==> config.mk <==
export PLATFORM = sky130hd
export DESIGN_NAME = decimal_with_size_suffix_parser_flat
export DESIGN_NICKNAME = d
export VERILOG_FILES = /design/src/dsp_pkg.sv /design/src/dsp_if.sv /design/src/dsp_front.sv /design/src/dsp_queue.sv /design/src/dsp_back.sv /design/src/decimal_with_size_suffix_parser.sv /design/src/flat_wrapper.sv
export SDC_FILE = /design/constraint.sdc
export NUM_CORES = 2
export LEC_CHECK = 0
export ABC_CLOCK_PERIOD_IN_PS = 9600
export BUFFER_PORTS_ARGS = -buffer_cell sky130_fd_sc_hd__buf_4
export CORE_ASPECT_RATIO = 0.75
export CORE_UTILIZATION = 40
export CTS_CLUSTER_SIZE = 40
export DETAILED_ROUTE_END_ITERATION = 10
export GPL_TIMING_DRIVEN = 0
export PLACE_DENSITY = 0.64
export SETUP_SLACK_MARGIN = 0.1
export SLEW_MARGIN = 20
export SYNTH_ARGS = -nofsm -noshare
export SYNTH_HDL_FRONTEND = slang
export SYNTH_SLANG_ARGS = --single-unit
==> constraint.sdc <==
create_clock -name clk_i -period 9.6 [get_ports clk_i]
set_input_delay 0.96 -clock clk_i [delete_from_list [all_inputs] [get_ports clk_i]]
set_output_delay 0.96 -clock clk_i [all_outputs]
set_load 0.01 [all_outputs]
==> src/dsp_pkg.sv <==
// Shared types, constants and helper functions of the decimal size parser.
package dsp_pkg;

  localparam int unsigned FracDigitsMax = 18;
  localparam int unsigned QueueDepth    = 2;

  // Text bytes used by the parser
  localparam logic [7:0] ChMinus = 8'h2d;
  localparam logic [7:0] ChPlus  = 8'h2b;
  localparam logic [7:0] ChDot   = 8'h2e;
  localparam logic [7:0] ChNul   = 8'h00;

  // Result status codes
  localparam logic [1:0] StatOk    = 2'd0;
  localparam logic [1:0] StatEmpty = 2'd1;
  localparam logic [1:0] StatOvf   = 2'd2;

  localparam logic [63:0] MagTopPos = 64'h7fff_ffff_ffff_ffff;
  localparam logic [63:0] MagTopNeg = 64'h8000_0000_0000_0000;

  // One finished string, handed from the front to the back
  typedef struct packed {
    logic        empty;
    logic        neg;
    logic [63:0] int_part;
    logic [59:0] frac_num;
    logic [4:0]  frac_cnt;
    logic [5:0]  shift;
    logic        ovf;
  } job_t;

  function automatic logic is_space(input logic [7:0] c);
    return (c >= 8'd1) && (c <= 8'd32);
  endfunction

  function automatic logic is_digit(input logic [7:0] c);
    return (c >= 8'd48) && (c <= 8'd57);
  endfunction

  // Binary scale of a size suffix letter, zero for anything else
  function automatic logic [5:0] suffix_of(input logic [7:0] c);
    logic [5:0] s;
    case (c)
      8'h6b, 8'h4b: s = 6'd10;
      8'h6d, 8'h4d: s = 6'd20;
      8'h67, 8'h47: s = 6'd30;
      8'h74, 8'h54: s = 6'd40;
      8'h70, 8'h50: s = 6'd50;
      8'h65, 8'h45: s = 6'd60;
      default:      s = 6'd0;
    endcase
    return s;
  endfunction

  // Largest integer part that still takes digit d: floor((2^63 - d) / 10)
  function automatic logic [63:0] int_digit_limit(input logic [3:0] d);
    return (d == 4'd9) ? 64'd922337203685477579 : 64'd922337203685477580;
  endfunction

  // Ten to the power n, n up to 18
  function automatic logic [59:0] pow10(input logic [4:0] n);
    logic [59:0] p;
    case (n)
      5'd0:    p = 60'd1;
      5'd1:    p = 60'd10;
      5'd2:    p = 60'd100;
      5'd3:    p = 60'd1000;
      5'd4:    p = 60'd10000;
      5'd5:    p = 60'd100000;
      5'd6:    p = 60'd1000000;
      5'd7:    p = 60'd10000000;
      5'd8:    p = 60'd100000000;
      5'd9:    p = 60'd1000000000;
      5'd10:   p = 60'd10000000000;
      5'd11:   p = 60'd100000000000;
      5'd12:   p = 60'd1000000000000;
      5'd13:   p = 60'd10000000000000;
      5'd14:   p = 60'd100000000000000;
      5'd15:   p = 60'd1000000000000000;
      5'd16:   p = 60'd10000000000000000;
      5'd17:   p = 60'd100000000000000000;
      default: p = 60'd1000000000000000000;
    endcase
    return p;
  endfunction

endpackage

==> src/dsp_if.sv <==
// Handshake interfaces for text bytes in and parsed values out.
interface dsp_in_if;
  logic       valid;
  logic       ready;
  logic [7:0] char_byte;
  logic       last;
  modport source (output valid, output char_byte, output last, input ready);
  modport sink (input valid, input char_byte, input last, output ready);
endinterface

interface dsp_out_if;
  logic               valid;
  logic               ready;
  logic signed [63:0] result_value;
  logic [1:0]         status;
  modport source (output valid, output result_value, output status, input ready);
  modport sink (input valid, input result_value, input status, output ready);
endinterface

==> src/dsp_front.sv <==
// Byte-wise parser: tracks phase, sign, digits and suffix, emits a job on the last byte.
module dsp_front #(
  parameter int unsigned FRAC_DIGITS = dsp_pkg::FracDigitsMax
) (
  input  logic          clk_i,
  input  logic          rst_ni,
  input  logic          byte_valid_i,
  input  logic [7:0]    char_byte_i,
  input  logic          last_i,
  output logic          push_o,
  output dsp_pkg::job_t job_o
);

  typedef enum logic [2:0] {
    PH_LEAD, PH_INT, PH_FRAC, PH_TRAIL, PH_DONE
  } phase_e;

  localparam logic [4:0] FracLimit = 5'(FRAC_DIGITS);

  phase_e      phase_q, phase_d;
  logic        neg_q, neg_d;
  logic [63:0] int_q, int_d;
  logic [59:0] frac_q, frac_d;
  logic [4:0]  cnt_q, cnt_d;
  logic [5:0]  shift_q, shift_d;
  logic        ovf_q, ovf_d;

  logic [3:0]  dval;
  logic        is_dig, is_sp;

  assign dval   = char_byte_i[3:0] - 4'd0;
  assign is_dig = dsp_pkg::is_digit(char_byte_i);
  assign is_sp  = dsp_pkg::is_space(char_byte_i);

  // Advance the parse state for one byte
  always_comb begin
    phase_d = phase_q;
    neg_d   = neg_q;
    int_d   = int_q;
    frac_d  = frac_q;
    cnt_d   = cnt_q;
    shift_d = shift_q;
    ovf_d   = ovf_q;
    case (phase_q)
      PH_LEAD, PH_INT: begin
        if (phase_q == PH_LEAD && is_sp) begin
          phase_d = PH_LEAD;
        end else if (phase_q == PH_LEAD && char_byte_i == dsp_pkg::ChMinus) begin
          neg_d   = 1'b1;
          phase_d = PH_INT;
        end else if (phase_q == PH_LEAD && char_byte_i == dsp_pkg::ChPlus) begin
          phase_d = PH_INT;
        end else if (char_byte_i == dsp_pkg::ChNul) begin
          phase_d = PH_DONE;
        end else if (is_dig) begin
          phase_d = PH_INT;
          if (!ovf_q) begin
            if (int_q > dsp_pkg::int_digit_limit(dval)) begin
              ovf_d = 1'b1;
            end else begin
              int_d = (int_q << 3) + (int_q << 1) + 64'(dval);
            end
          end
        end else if (char_byte_i == dsp_pkg::ChDot) begin
          phase_d = PH_FRAC;
        end else if (is_sp) begin
          phase_d = PH_TRAIL;
        end else begin
          shift_d = dsp_pkg::suffix_of(char_byte_i);
          phase_d = PH_DONE;
        end
      end
      PH_FRAC: begin
        if (is_dig) begin
          if (cnt_q < FracLimit) begin
            frac_d = (frac_q << 3) + (frac_q << 1) + 60'(dval);
            cnt_d  = cnt_q + 5'd1;
          end
        end else if (is_sp) begin
          phase_d = PH_TRAIL;
        end else if (char_byte_i == dsp_pkg::ChNul) begin
          phase_d = PH_DONE;
        end else begin
          shift_d = dsp_pkg::suffix_of(char_byte_i);
          phase_d = PH_DONE;
        end
      end
      PH_TRAIL: begin
        if (!is_sp) begin
          shift_d = dsp_pkg::suffix_of(char_byte_i);
          phase_d = PH_DONE;
        end
      end
      default: phase_d = PH_DONE;
    endcase
  end

  // Hand the finished string to the queue
  assign push_o         = byte_valid_i && last_i;
  assign job_o.empty    = (phase_d == PH_LEAD);
  assign job_o.neg      = neg_d;
  assign job_o.int_part = int_d;
  assign job_o.frac_num = frac_d;
  assign job_o.frac_cnt = cnt_d;
  assign job_o.shift    = shift_d;
  assign job_o.ovf      = ovf_d;

  // Hold state, clear it after the last byte
  always_ff @(posedge clk_i or negedge rst_ni) begin
    if (!rst_ni) begin
      phase_q <= PH_LEAD;
      neg_q   <= 1'b0;
      int_q   <= '0;
      frac_q  <= '0;
      cnt_q   <= '0;
      shift_q <= '0;
      ovf_q   <= 1'b0;
    end else if (byte_valid_i) begin
      if (last_i) begin
        phase_q <= PH_LEAD;
        neg_q   <= 1'b0;
        int_q   <= '0;
        frac_q  <= '0;
        cnt_q   <= '0;
        shift_q <= '0;
        ovf_q   <= 1'b0;
      end else begin
        phase_q <= phase_d;
        neg_q   <= neg_d;
        int_q   <= int_d;
        frac_q  <= frac_d;
        cnt_q   <= cnt_d;
        shift_q <= shift_d;
        ovf_q   <= ovf_d;
      end
    end
  end

endmodule

==> src/dsp_queue.sv <==
// Short job queue between the parser front and the scaling back.
module dsp_queue (
  input  logic          clk_i,
  input  logic          rst_ni,
  input  logic          push_i,
  input  dsp_pkg::job_t job_i,
  output logic          full_o,
  input  logic          pop_i,
  output logic          nonempty_o,
  output dsp_pkg::job_t job_o
);

  localparam int unsigned PtrW = $clog2(dsp_pkg::QueueDepth);

  dsp_pkg::job_t mem_q [dsp_pkg::QueueDepth];
  logic [PtrW-1:0] wr_q, rd_q;
  logic [PtrW:0]   cnt_q;

  assign full_o     = (cnt_q == (PtrW+1)'(dsp_pkg::QueueDepth));
  assign nonempty_o = (cnt_q != '0);
  assign job_o      = mem_q[rd_q];

  // Store pushed jobs
  always_ff @(posedge clk_i) begin
    if (push_i && !full_o) begin
      mem_q[wr_q] <= job_i;
    end
  end

  // Advance pointers and fill count
  always_ff @(posedge clk_i or negedge rst_ni) begin
    if (!rst_ni) begin
      wr_q  <= '0;
      rd_q  <= '0;
      cnt_q <= '0;
    end else begin
      if (push_i && !full_o) begin
        wr_q <= wr_q + 1'b1;
      end
      if (pop_i && nonempty_o) begin
        rd_q <= rd_q + 1'b1;
      end
      cnt_q <= cnt_q + (PtrW+1)'(push_i && !full_o) - (PtrW+1)'(pop_i && nonempty_o);
    end
  end

`ifndef SYNTH
  a_cnt_bound: assert property (@(posedge clk_i) disable iff (!rst_ni)
    cnt_q <= (PtrW+1)'(dsp_pkg::QueueDepth))
    else $error("queue count out of range");
  a_no_pop_empty: assert property (@(posedge clk_i) disable iff (!rst_ni)
    !nonempty_o && !push_i |=> cnt_q == '0)
    else $error("queue count moved without a push");
  a_push_grows: assert property (@(posedge clk_i) disable iff (!rst_ni)
    push_i && !full_o && !pop_i |=> cnt_q == $past(cnt_q) + 1'b1)
    else $error("push lost");
`endif

endmodule

==> src/dsp_back.sv <==
// Scaling back end: fraction times 2^shift by restoring division, range check, sign.
module dsp_back (
  input  logic               clk_i,
  input  logic               rst_ni,
  input  logic               job_valid_i,
  input  dsp_pkg::job_t      job_i,
  output logic               pop_o,
  output logic               out_valid_o,
  input  logic               out_ready_i,
  output logic signed [63:0] result_value_o,
  output logic [1:0]         status_o
);

  typedef enum logic [2:0] {
    ST_IDLE, ST_DIV, ST_SCALE, ST_ADD, ST_OUT
  } state_e;

  state_e        state_q;
  dsp_pkg::job_t job_q;
  logic [59:0]   den_q;
  logic [59:0]   rem_q;
  logic [63:0]   quo_q;
  logic [5:0]    iter_q;
  logic [63:0]   mag_q;
  logic          ovf_q;
  logic [63:0]   val_q;
  logic [1:0]    stat_q;

  logic [60:0] rem_sh;
  logic [63:0] lim;
  logic [59:0] den_c;

  assign rem_sh = {rem_q, 1'b0};
  assign lim    = job_q.neg ? dsp_pkg::MagTopNeg : dsp_pkg::MagTopPos;
  assign den_c  = dsp_pkg::pow10(job_i.frac_cnt);

  assign pop_o          = (state_q == ST_IDLE) && job_valid_i;
  assign out_valid_o    = (state_q == ST_OUT);
  assign result_value_o = val_q;
  assign status_o       = stat_q;

  // Sequence one job: load, divide step per shift bit, scale, add, present
  always_ff @(posedge clk_i or negedge rst_ni) begin
    if (!rst_ni) begin
      state_q <= ST_IDLE;
      iter_q  <= '0;
      job_q   <= '0;
      den_q   <= '0;
      rem_q   <= '0;
      quo_q   <= '0;
      mag_q   <= '0;
      ovf_q   <= 1'b0;
      val_q   <= '0;
      stat_q  <= dsp_pkg::StatOk;
    end else begin
      case (state_q)
        ST_IDLE: begin
          if (job_valid_i) begin
            job_q  <= job_i;
            den_q  <= den_c;
            rem_q  <= (job_i.frac_num >= den_c) ? (den_c - 60'd1) : job_i.frac_num;
            quo_q  <= '0;
            iter_q <= job_i.shift;
            ovf_q  <= job_i.ovf;
            if (job_i.empty) begin
              val_q   <= '0;
              stat_q  <= dsp_pkg::StatEmpty;
              state_q <= ST_OUT;
            end else begin
              state_q <= ST_DIV;
            end
          end
        end
        ST_DIV: begin
          if (iter_q == '0) begin
            state_q <= ST_SCALE;
          end else begin
            iter_q <= iter_q - 6'd1;
            if (rem_sh >= 61'(den_q)) begin
              rem_q <= 60'(rem_sh - 61'(den_q));
              quo_q <= {quo_q[62:0], 1'b1};
            end else begin
              rem_q <= rem_sh[59:0];
              quo_q <= {quo_q[62:0], 1'b0};
            end
          end
        end
        ST_SCALE: begin
          if (job_q.int_part > (lim >> job_q.shift)) begin
            ovf_q <= 1'b1;
          end
          mag_q   <= job_q.int_part << job_q.shift;
          state_q <= ST_ADD;
        end
        ST_ADD: begin
          if (ovf_q || (quo_q > lim - mag_q)) begin
            val_q  <= job_q.neg ? (64'd0 - lim) : lim;
            stat_q <= dsp_pkg::StatOvf;
          end else begin
            val_q  <= job_q.neg ? (64'd0 - (mag_q + quo_q)) : (mag_q + quo_q);
            stat_q <= dsp_pkg::StatOk;
          end
          state_q <= ST_OUT;
        end
        ST_OUT: begin
          if (out_ready_i) begin
            state_q <= ST_IDLE;
          end
        end
        default: state_q <= ST_IDLE;
      endcase
    end
  end

endmodule

==> src/decimal_with_size_suffix_parser.sv <==
// Top level of the decimal parser with binary size suffix.
//   channel  dir  payload                         word accepted when
//   in_i     in   char_byte[7:0], last            in_i.valid && in_i.ready
//   out_o    out  result_value[63:0] s, status    out_o.valid && out_o.ready
// The front takes one byte per cycle; ready drops only while the two-entry job
// queue is full. The back handles one string at a time, with shift 0..60 from
// the suffix: load, one restoring-division step per cycle plus a final check,
// scale, add, then holds the result until taken. Empty strings go straight to the hold.
// Reset clears all control state at once.
module decimal_with_size_suffix_parser #(
  parameter int unsigned FRAC_DIGITS = dsp_pkg::FracDigitsMax
) (
  input  logic clk_i,
  input  logic rst_ni,
  dsp_in_if.sink    in_i,
  dsp_out_if.source out_o
);

  logic          push, full, pop, nonempty;
  dsp_pkg::job_t job_in, job_out;

  assign in_i.ready = !full;

  dsp_front #(.FRAC_DIGITS(FRAC_DIGITS)) u_front (
    .clk_i        (clk_i),
    .rst_ni       (rst_ni),
    .byte_valid_i (in_i.valid && !full),
    .char_byte_i  (in_i.char_byte),
    .last_i       (in_i.last),
    .push_o       (push),
    .job_o        (job_in)
  );

  dsp_queue u_queue (
    .clk_i      (clk_i),
    .rst_ni     (rst_ni),
    .push_i     (push),
    .job_i      (job_in),
    .full_o     (full),
    .pop_i      (pop),
    .nonempty_o (nonempty),
    .job_o      (job_out)
  );

  dsp_back u_back (
    .clk_i          (clk_i),
    .rst_ni         (rst_ni),
    .job_valid_i    (nonempty),
    .job_i          (job_out),
    .pop_o          (pop),
    .out_valid_o    (out_o.valid),
    .out_ready_i    (out_o.ready),
    .result_value_o (out_o.result_value),
    .status_o       (out_o.status)
  );

endmodule

==> src/flat_wrapper.sv <==
// flat-port wrapper written by rule: the top's interface ports become plain ports
module decimal_with_size_suffix_parser_flat 
#(
  parameter int unsigned FRAC_DIGITS = dsp_pkg::FracDigitsMax
)
  (clk_i, rst_ni, in_i_valid, in_i_char_byte, in_i_last, in_i_ready, out_o_valid, out_o_result_value, out_o_status, out_o_ready);
  dsp_in_if in_i_i ();
  dsp_out_if out_o_i ();
  input  logic clk_i;
  input  logic rst_ni;
  input wire logic [$bits(in_i_i.valid)-1:0] in_i_valid;
  input wire logic [$bits(in_i_i.char_byte)-1:0] in_i_char_byte;
  input wire logic [$bits(in_i_i.last)-1:0] in_i_last;
  output wire logic [$bits(in_i_i.ready)-1:0] in_i_ready;
  output wire logic [$bits(out_o_i.valid)-1:0] out_o_valid;
  output wire logic [$bits(out_o_i.result_value)-1:0] out_o_result_value;
  output wire logic [$bits(out_o_i.status)-1:0] out_o_status;
  input wire logic [$bits(out_o_i.ready)-1:0] out_o_ready;
  assign in_i_i.valid = in_i_valid;
  assign in_i_i.char_byte = in_i_char_byte;
  assign in_i_i.last = in_i_last;
  assign in_i_ready = in_i_i.ready;
  assign out_o_valid = out_o_i.valid;
  assign out_o_result_value = out_o_i.result_value;
  assign out_o_status = out_o_i.status;
  assign out_o_i.ready = out_o_ready;
  decimal_with_size_suffix_parser #(.FRAC_DIGITS(FRAC_DIGITS)) u_core (.clk_i(clk_i), .rst_ni(rst_ni), .in_i(in_i_i), .out_o(out_o_i));
endmodule
### Word-level counts from Yosys, hierarchy flattened

Memories as Yosys holds them, arrays and structs flattened.
Cells that the tools add are included.

| word-level totals | value |
|---|---|
| RAM bits | 276 |
| memory bits (read-only) | 1792 |
| input bits | 13 |
| output and inout port bits | 68 |
| flip-flop bits (word level) | 539 |
| word-level logic and storage cells | 203 |
| memories | 2 |

Memory list:

| name | words | bits a word | read ports | clocked after memory_dff | wr ports | line | RTL |
|---|---|---|---|---|---|---|---|
| (name not given) | 32 | 56 | 1 | 0 | 0 | dsp_pkg.sv:63 | `case (n)` |
| u_core.u_queue.mem_q | 2 | 138 | 1 | 0 | 1 | dsp_queue.sv:15 | `dsp_pkg::job_t mem_q [dsp_pkg::QueueDepth];` |

| cells by class | value |
|---|---|
| shift operators | 2 |
| equality and inequality tests | 30 |
| add/sub/neg operators | 16 |
| reductions and logical operators | 33 |
| magnitude comparators | 10 |
| muxes and demuxes | 88 |

Operators by type and width:

| kind | count |
|---|---|
| $mux 64 | 17 |
| $mux 60 | 8 |
| $pmux 64 s2 | 2 |
| $add 64x64->64 | 2 |
| $gt 64x64->1 | 2 |
| $sub 1x64->64 const A | 2 |
| $pmux 60 s2 | 1 |
| $eq 8x7->1 const B | 12 |
| $mux 6 | 13 |
| $add 64x4->64 | 1 |
| $gt 64x60->1 | 1 |
| $shl 64x6->64 | 1 |
| $shr 64x6->64 | 1 |
| $sub 64x64->64 | 1 |
| $ge 61x60->1 | 1 |
| $add 60x4->60 | 1 |
| $add 60x60->60 | 1 |
| $ge 60x60->1 | 1 |
| $sub 60x1->60 const B | 1 |
| $sub 60x60->60 | 1 |
| $mux 3 | 15 |
| $pmux 6 s6 | 1 |
| $eq 8x6->1 const B | 3 |
| $mux 5 | 4 |
| 34 further kinds | 86 |

### Depth between registers and ports, before layout

| logic depth | value |
|---|---|
| word-level depth | 12 |
| depth in mapped cells | 31 |
| gate-level depth less buffers | 27 |

### By module

Synthesis repeated with hierarchy kept, for this count alone.

| unflattened totals | value |
|---|---|
| cells, all modules | 7681 |
| area, all modules | 65321.4 um2 |

By module, submodules not included:

| module | sequential area each (um2) | area an instance (um2) | instances | cells an instance |
|---|---|---|---|---|
| dsp_back | 9659.3 | 38714.6 | 1 | 5147 |
| dsp_front | 3503.4 | 16405.7 | 1 | 2085 |
| dsp_queue | 8388.0 | 10191.0 | 1 | 447 |
| decimal_with_size_suffix_parser | 0.0 | 10.0 | 1 | 2 |

### Least setup slack after synthesis

No wires, ideal clock.

| path | value |
|---|---|
| path kind | input -> register |
| start point | input in_i_valid |
| end point | memory u_core.u_queue.mem_q[0][0] in the netlist's numbering, enable pin |
| stages | 5 |
| setup slack | 1580 ps |
| path buffers | 2 |
| arrival | 7382 ps |
| library setup time | 638 ps |
| required time | 8962 ps |
| cell sequence | and2_1 > clkbuf_1 > nand2_1 > clkbuf_1 > nor2_1 |

| on the way | value |
|---|---|
| cells in the longest elaborated chain, start to end | 5 |

RTL lines:

| element | line | RTL |
|---|---|---|
| start, declared | flat_wrapper.sv:11 | `input wire logic [$bits(in_i_i.valid)-1:0] in_i_valid;` |
| $logic_and 1x1->1 | decimal_with_size_suffix_parser.sv:27 | `.byte_valid_i (in_i.valid && !full),` |
| $logic_and 1x1->1 | dsp_front.sv:99 | `assign push_o = byte_valid_i && last_i;` |
| $logic_and 1x1->1 | dsp_queue.sv:25 | `if (push_i && !full_o) begin` |
| $mux 1 | dsp_queue.sv:25 |  |
| $mux 1 (implied by the code) | dsp_queue.sv:26 | `mem_q[wr_q] <= job_i;` |
| end, declared | dsp_queue.sv:15 |  |

No other way between the ends.

### Final worst setup path

| path | value |
|---|---|
| start point | register u_core.u_back.job_q[136] in the netlist's numbering |
| end point | register u_core.u_back.val_q[39], in the netlist u_core.u_back.result_value_o[39] |

| on the way | value |
|---|---|
| cells in the longest elaborated chain, start to end | 6 |
| elaborated cells on any way between the ends | 9 |
| classes of those cells | add/sub (2); order compare (1); mux (5); reduce/logical (1) |

RTL lines:

| element | line | RTL |
|---|---|---|
| start, declared | dsp_back.sv:19 | `dsp_pkg::job_t job_q;` |
| start signal, assigned | dsp_back.sv:59 | `job_q <= job_i;` |
| $mux 64 | dsp_back.sv:34 | `assign lim = job_q.neg ? dsp_pkg::MagTopNeg : dsp_pkg::MagTopPos;` |
| $sub 64x64->64 | dsp_back.sv:96 | `if (ovf_q \|\| (quo_q > lim - mag_q)) begin` |
| $gt 64x64->1 | dsp_back.sv:96 |  |
| $logic_or 1x1->1 | dsp_back.sv:96 |  |
| $mux 64 * | dsp_back.sv:96 |  |
| $pmux 64 s2 * | dsp_back.sv:56 | `case (state_q)` |
| end signal, assigned | dsp_back.sv:97 | `val_q <= job_q.neg ? (64'd0 - lim) : lim;` |
| end signal, assigned | dsp_back.sv:100 | `val_q <= job_q.neg ? (64'd0 - (mag_q + quo_q)) : (mag_q + quo_q);` |
| end, declared | dsp_back.sv:26 | `logic [63:0] val_q;` |

Mark *: on every way between the ends. The rest lies on a longest branch, timed or not.
A chain may end at the register's enable or synchronous reset.

==> out/results.tsv <==
metric	value	unit
crit_path_start_kind	flop	
leakage	32.05	nW
cts_max_level	3	
critPathKind	flop to flop	
tritoncts.num_buffers	88	
async_flop_share	0.6576	
holdCritPathClass	input port to async pin	
area_growth_syn_to_layout	10.45	%
setup.worst_path.end_class	flop	
drt.antenna.violating_nets	0	
final-hold-violation-count	0	
synthesized_net_count	8137	
power.switching	13.52	mW
internal_power	12.45	mW
cts.root.buffer_cell	clkbuf_16	
transition_time_at_the_pin_with_the_least_slew_margin	1223	ps
post-layout-total-power	25.96	mW
detail_route.vias_per_cell	6.083	
crit_arrival	9710	ps
cts.clk_slew.worst_paths	60	ps
detail_route.iter0.violations	6814	
run_status	finished clean	
power_per_cell_area	363.1	mW/mm²
start_util	0.4038	
synth_seq_cells	806	
relSlewSlack	0.1847	
totalNegativeSetupSlack	0	ps
area.sequential	0.02155	mm²
rsz_0062_raised_after_global_routing	no	
dr_total_vias	60128	
grt_first_pass_wirelength	351400	µm
finish.utilization	0.4460	
pre_cts_ws	-310.8	ps
core_area	0.1603	mm²
placedInstanceArea	0.06849	mm²
die_height	350.4	µm
yosys.cell_types.count	113	
worst_skew_pair.late_latency	750	ps
post_synthesis_area_per_instance	8.636	µm²
reg2reg_depth	27	
sequentialPowerShare	0.203	
stdcell_count	9884	
area_of_combinational_cells_with_multiple_inputs	0.04075	mm²
grt_antenna_before_repair	4	
synthesis.instances	7496	
die_extent_in_x	466.5	µm
post_synth_instance_area	0.06474	mm²
overflow	0	
combinational_group_share_of_total_power	0.660	
maximum_vdd_ir_drop	171.6	µV
drt-pass1-iter-count	7	
fmax	110.1	MHz
buffer_ports.inserted	80	
drt_drc_violations_left	0	
tritoncts	done	
final-max-slew-violation-count	0	
share_clk_of_total_power	0.137	
fill_cells	15598	
grt_usage	0.2794	
ys_warn_count	0	
timing.final.setup_violations	0	
dp.final_hpwl	186800	µm
first_global_vias	55725	
synthFlopType	dfrtp_1	
fin_area	0.07150	mm²
timing.final.ws_setup	515.9	ps
period_needed	9084	ps
critPathMaxFanout	53	
route.detailed.wl_per_inst	23.57	µm
cts.path.max_buffers	3	
fp.dieArea	0.1635	mm²
finish.net_count	8325	
cell_count_post_placement	9722	
synth_sequential_area_ratio	0.3329	
fin_crit_sh	0.9463	
ios	81	
drt-total-wl	232900	µm
hold-worst-slack	184.5	ps
worst-endpoint-required	10230	ps
finalClockSkew	52.03	ps
finalWeightedCongestion	1.013	
final_layout_size_suffix_gt1_frac	0.06383	
tritoncts_num_sinks	806	
grt_start_max_net_pins	93	
cts_post_setup_buffers_inserted	0	
switching_share	0.5206	
rows	127	
post_synth_edffs	276	
maxCapViolations	0	
## path summary, 6_finish.rpt
kind	endpoint	slack [ps]	startpoint
min in group clk_i	u_core.u_back.den_q[21]$_DFFE_PN0P_	480	u_core.u_back.den_q[21]$_DFFE_PN0P_
worst min register to register	u_core.u_back.den_q[21]$_DFFE_PN0P_	480	u_core.u_back.den_q[21]$_DFFE_PN0P_
worst min-delay path	u_core.u_back.den_q[23]$_DFFE_PN0P_	180	rst_ni
worst max register to register	u_core.u_back.result_value_o[39]$_DFFE_PN0P_	520	u_core.u_back.job_q[136]$_DFFE_PN0P_
max in group asynchronous	u_core.u_back.job_q[91]$_DFFE_PN0P_	6930	rst_ni
worst max-delay path	u_core.u_back.result_value_o[39]$_DFFE_PN0P_	520	u_core.u_back.job_q[136]$_DFFE_PN0P_
## flip-flops by register name, indices dropped and copies added, names as in the netlist, 2 cells and up
signal,flops
u_core.u_back.result_value_o,64
u_core.u_front.cnt_q,5
u_core.u_back.den_q,51
u_core.u_back.mag_q,64
u_core.u_back.job_q,71
u_core.u_queue.mem_q,276
u_core.u_back.iter_q,6
u_core.u_back.quo_q,64
u_core.u_queue.cnt_q,2
u_core.u_back.rem_q,60
u_core.u_front.shift_q,6
u_core.u_front.int_q,64
u_core.u_front.frac_q,60
u_core.u_back.state_q,3
u_core.u_back.status_o,2
u_core.u_front.phase_q,3
## routing by layer
| layer | vias to the layer above | share of wire | routed length, µm | GRT usage |
|---|---|---|---|---|
| met5 | - | 0.00016 | 37 | 0 |
| met4 | 2 | 0.027 | 6243 | 0.07658 |
| met3 | 315 | 0.092 | 21480 | 0.05521 |
| met2 | 2703 | 0.40 | 92750 | 0.3914 |
| met1 | 29038 | 0.48 | 112400 | 0.4280 |
| li1 | 28070 | - | - | - |
## power by group through the flow
stage | clock network, mW | registers, mW | logic [mW]
3_5_place_dp | 0 | 5.28 | 16.6
6_report | 3.56 | 5.26 | 17.1
4_1_cts | 3.60 | 5.22 | 16.7
2_1_floorplan | 0 | 4.97 | 11.4
3_3_place_gp | 0 | 5.30 | 16.3
5_1_grt | 3.72 | 5.33 | 18.6
## kinds of logic (layout without fill, tap and decap cells)
group | Yosys count | after routing | share of synthesized area
and+or+nand+nor | 2426 | 2426 | 0.1727
DFF | 806 | 806 | 0.3329
xor gates and xnor gates | 283 | 283 | 0.03829
AOI/OAI and AO/OA | 2352 | 2352 | 0.2309
other | 0 | 1 | 0
adders and majority gates | 628 | 628 | 0.1222
buffers and inverters | 650 | 909 | 0.03848
muxes | 351 | 351 | 0.06455
## cell usage after synthesis, drive strengths merged (22+ instances only)
cell / count / area (µm²)
nand2: 1153 / 4328
o21ai: 674 / 3373
ha: 621 / 7770
a21oi: 612 / 3067
dfrtp: 530 / 13260
nor2: 398 / 1494
clkbuf: 344 / 1300
edfxtp: 276 / 8288
inv: 248 / 930.9
a21o: 234 / 1757
mux2i: 215 / 2152
nand3: 205 / 1031
xnor2: 180 / 1577
nor3: 119 / 616.8
nand4: 116 / 755.7
a22o: 107 / 937.2
xor2: 103 / 902.1
mux2: 92 / 1036
a211oi: 72 / 555.5
nand2b: 72 / 450.4
and3: 71 / 449.2
a31oi: 70 / 437.9
o211ai: 68 / 510.5
nor2b: 60 / 375.4
o21bai: 58 / 435.4
o21a: 57 / 427.9
o22ai: 56 / 350.3
buf: 55 / 249.0
o31ai: 49 / 381.6
and2: 46 / 287.8
mux4: 44 / 991.0
or3: 35 / 219.0
nor4: 33 / 212.7
a221o: 31 / 310.3
or2: 27 / 168.9
a22oi: 26 / 195.2
and4: 23 / 201.4
a21boi: 22 / 165.1
## cells in the final DEF (no fill, tap or decap), types with 68 or more instances in the layout
cell          n
a31oi_1      70
mux2_2       91
xor2_1      103
nor2_1      397
edfxtp_1    276
a21oi_1     611
ha_1        621
a21o_1      234
nand2_1    1153
a211oi_1     69
nand2b_1     72
dfrtp_1     530
clkbuf_16    90
nor3_1      115
o21ai_0     656
o211ai_1     68
clkbuf_1    344
a22o_1      107
nand4_1     114
nand3_1     204
inv_1       245
and3_1       69
mux2i_1     215
xnor2_1     180
buf_4        84
## what timing repair did
action / in CTS / in global routing
gates resized for setup: 2 / 12
hold buffers: 0 / 0
endpoints found under the setup margin: 54 / 47
cloned: 0 / 0
## layout make-up
| class | count | area share |
|---|---|---|
| Multi-Input combinational cell | 6040 | 0.5698 |
| Timing Repair Buffer | 98 | 0.01477 |
| Buffer | 399 | 0.02184 |
| Clock buffer | 111 | 0.03386 |
| Tap cell | 2128 | 0.03724 |
| Antenna cell | 1 | 0.00003500 |
| Clock inverter | 50 | 0.007857 |
| Inverter | 251 | 0.01318 |
| Sequential cell | 806 | 0.3014 |
## worst max-delay path: stages (launching register included)
cell,delay (ps)
dfrtp_1,600
clkbuf_2,440
inv_1,380
clkbuf_4,420
buf_16,270
ha_1,410
nor2b_1,150
o21ai_0,100
a21boi_0,340
o2111ai_1,250
a32o_1,320
a21oi_1,430
o2bb2ai_1,260
a31oi_1,230
o31a_1,410
a2111oi_1,510
nor3b_1,120
a211oi_1,320
ha_1,190
nand4_1,160
nor4_2,510
nand2_1,110
or4_1,560
o21ai_4,220
clkbuf_2,370
clkbuf_1,460
a21oi_1,190
o21ai_1,170
Note: power is estimated with default switching activity, not from simulation.
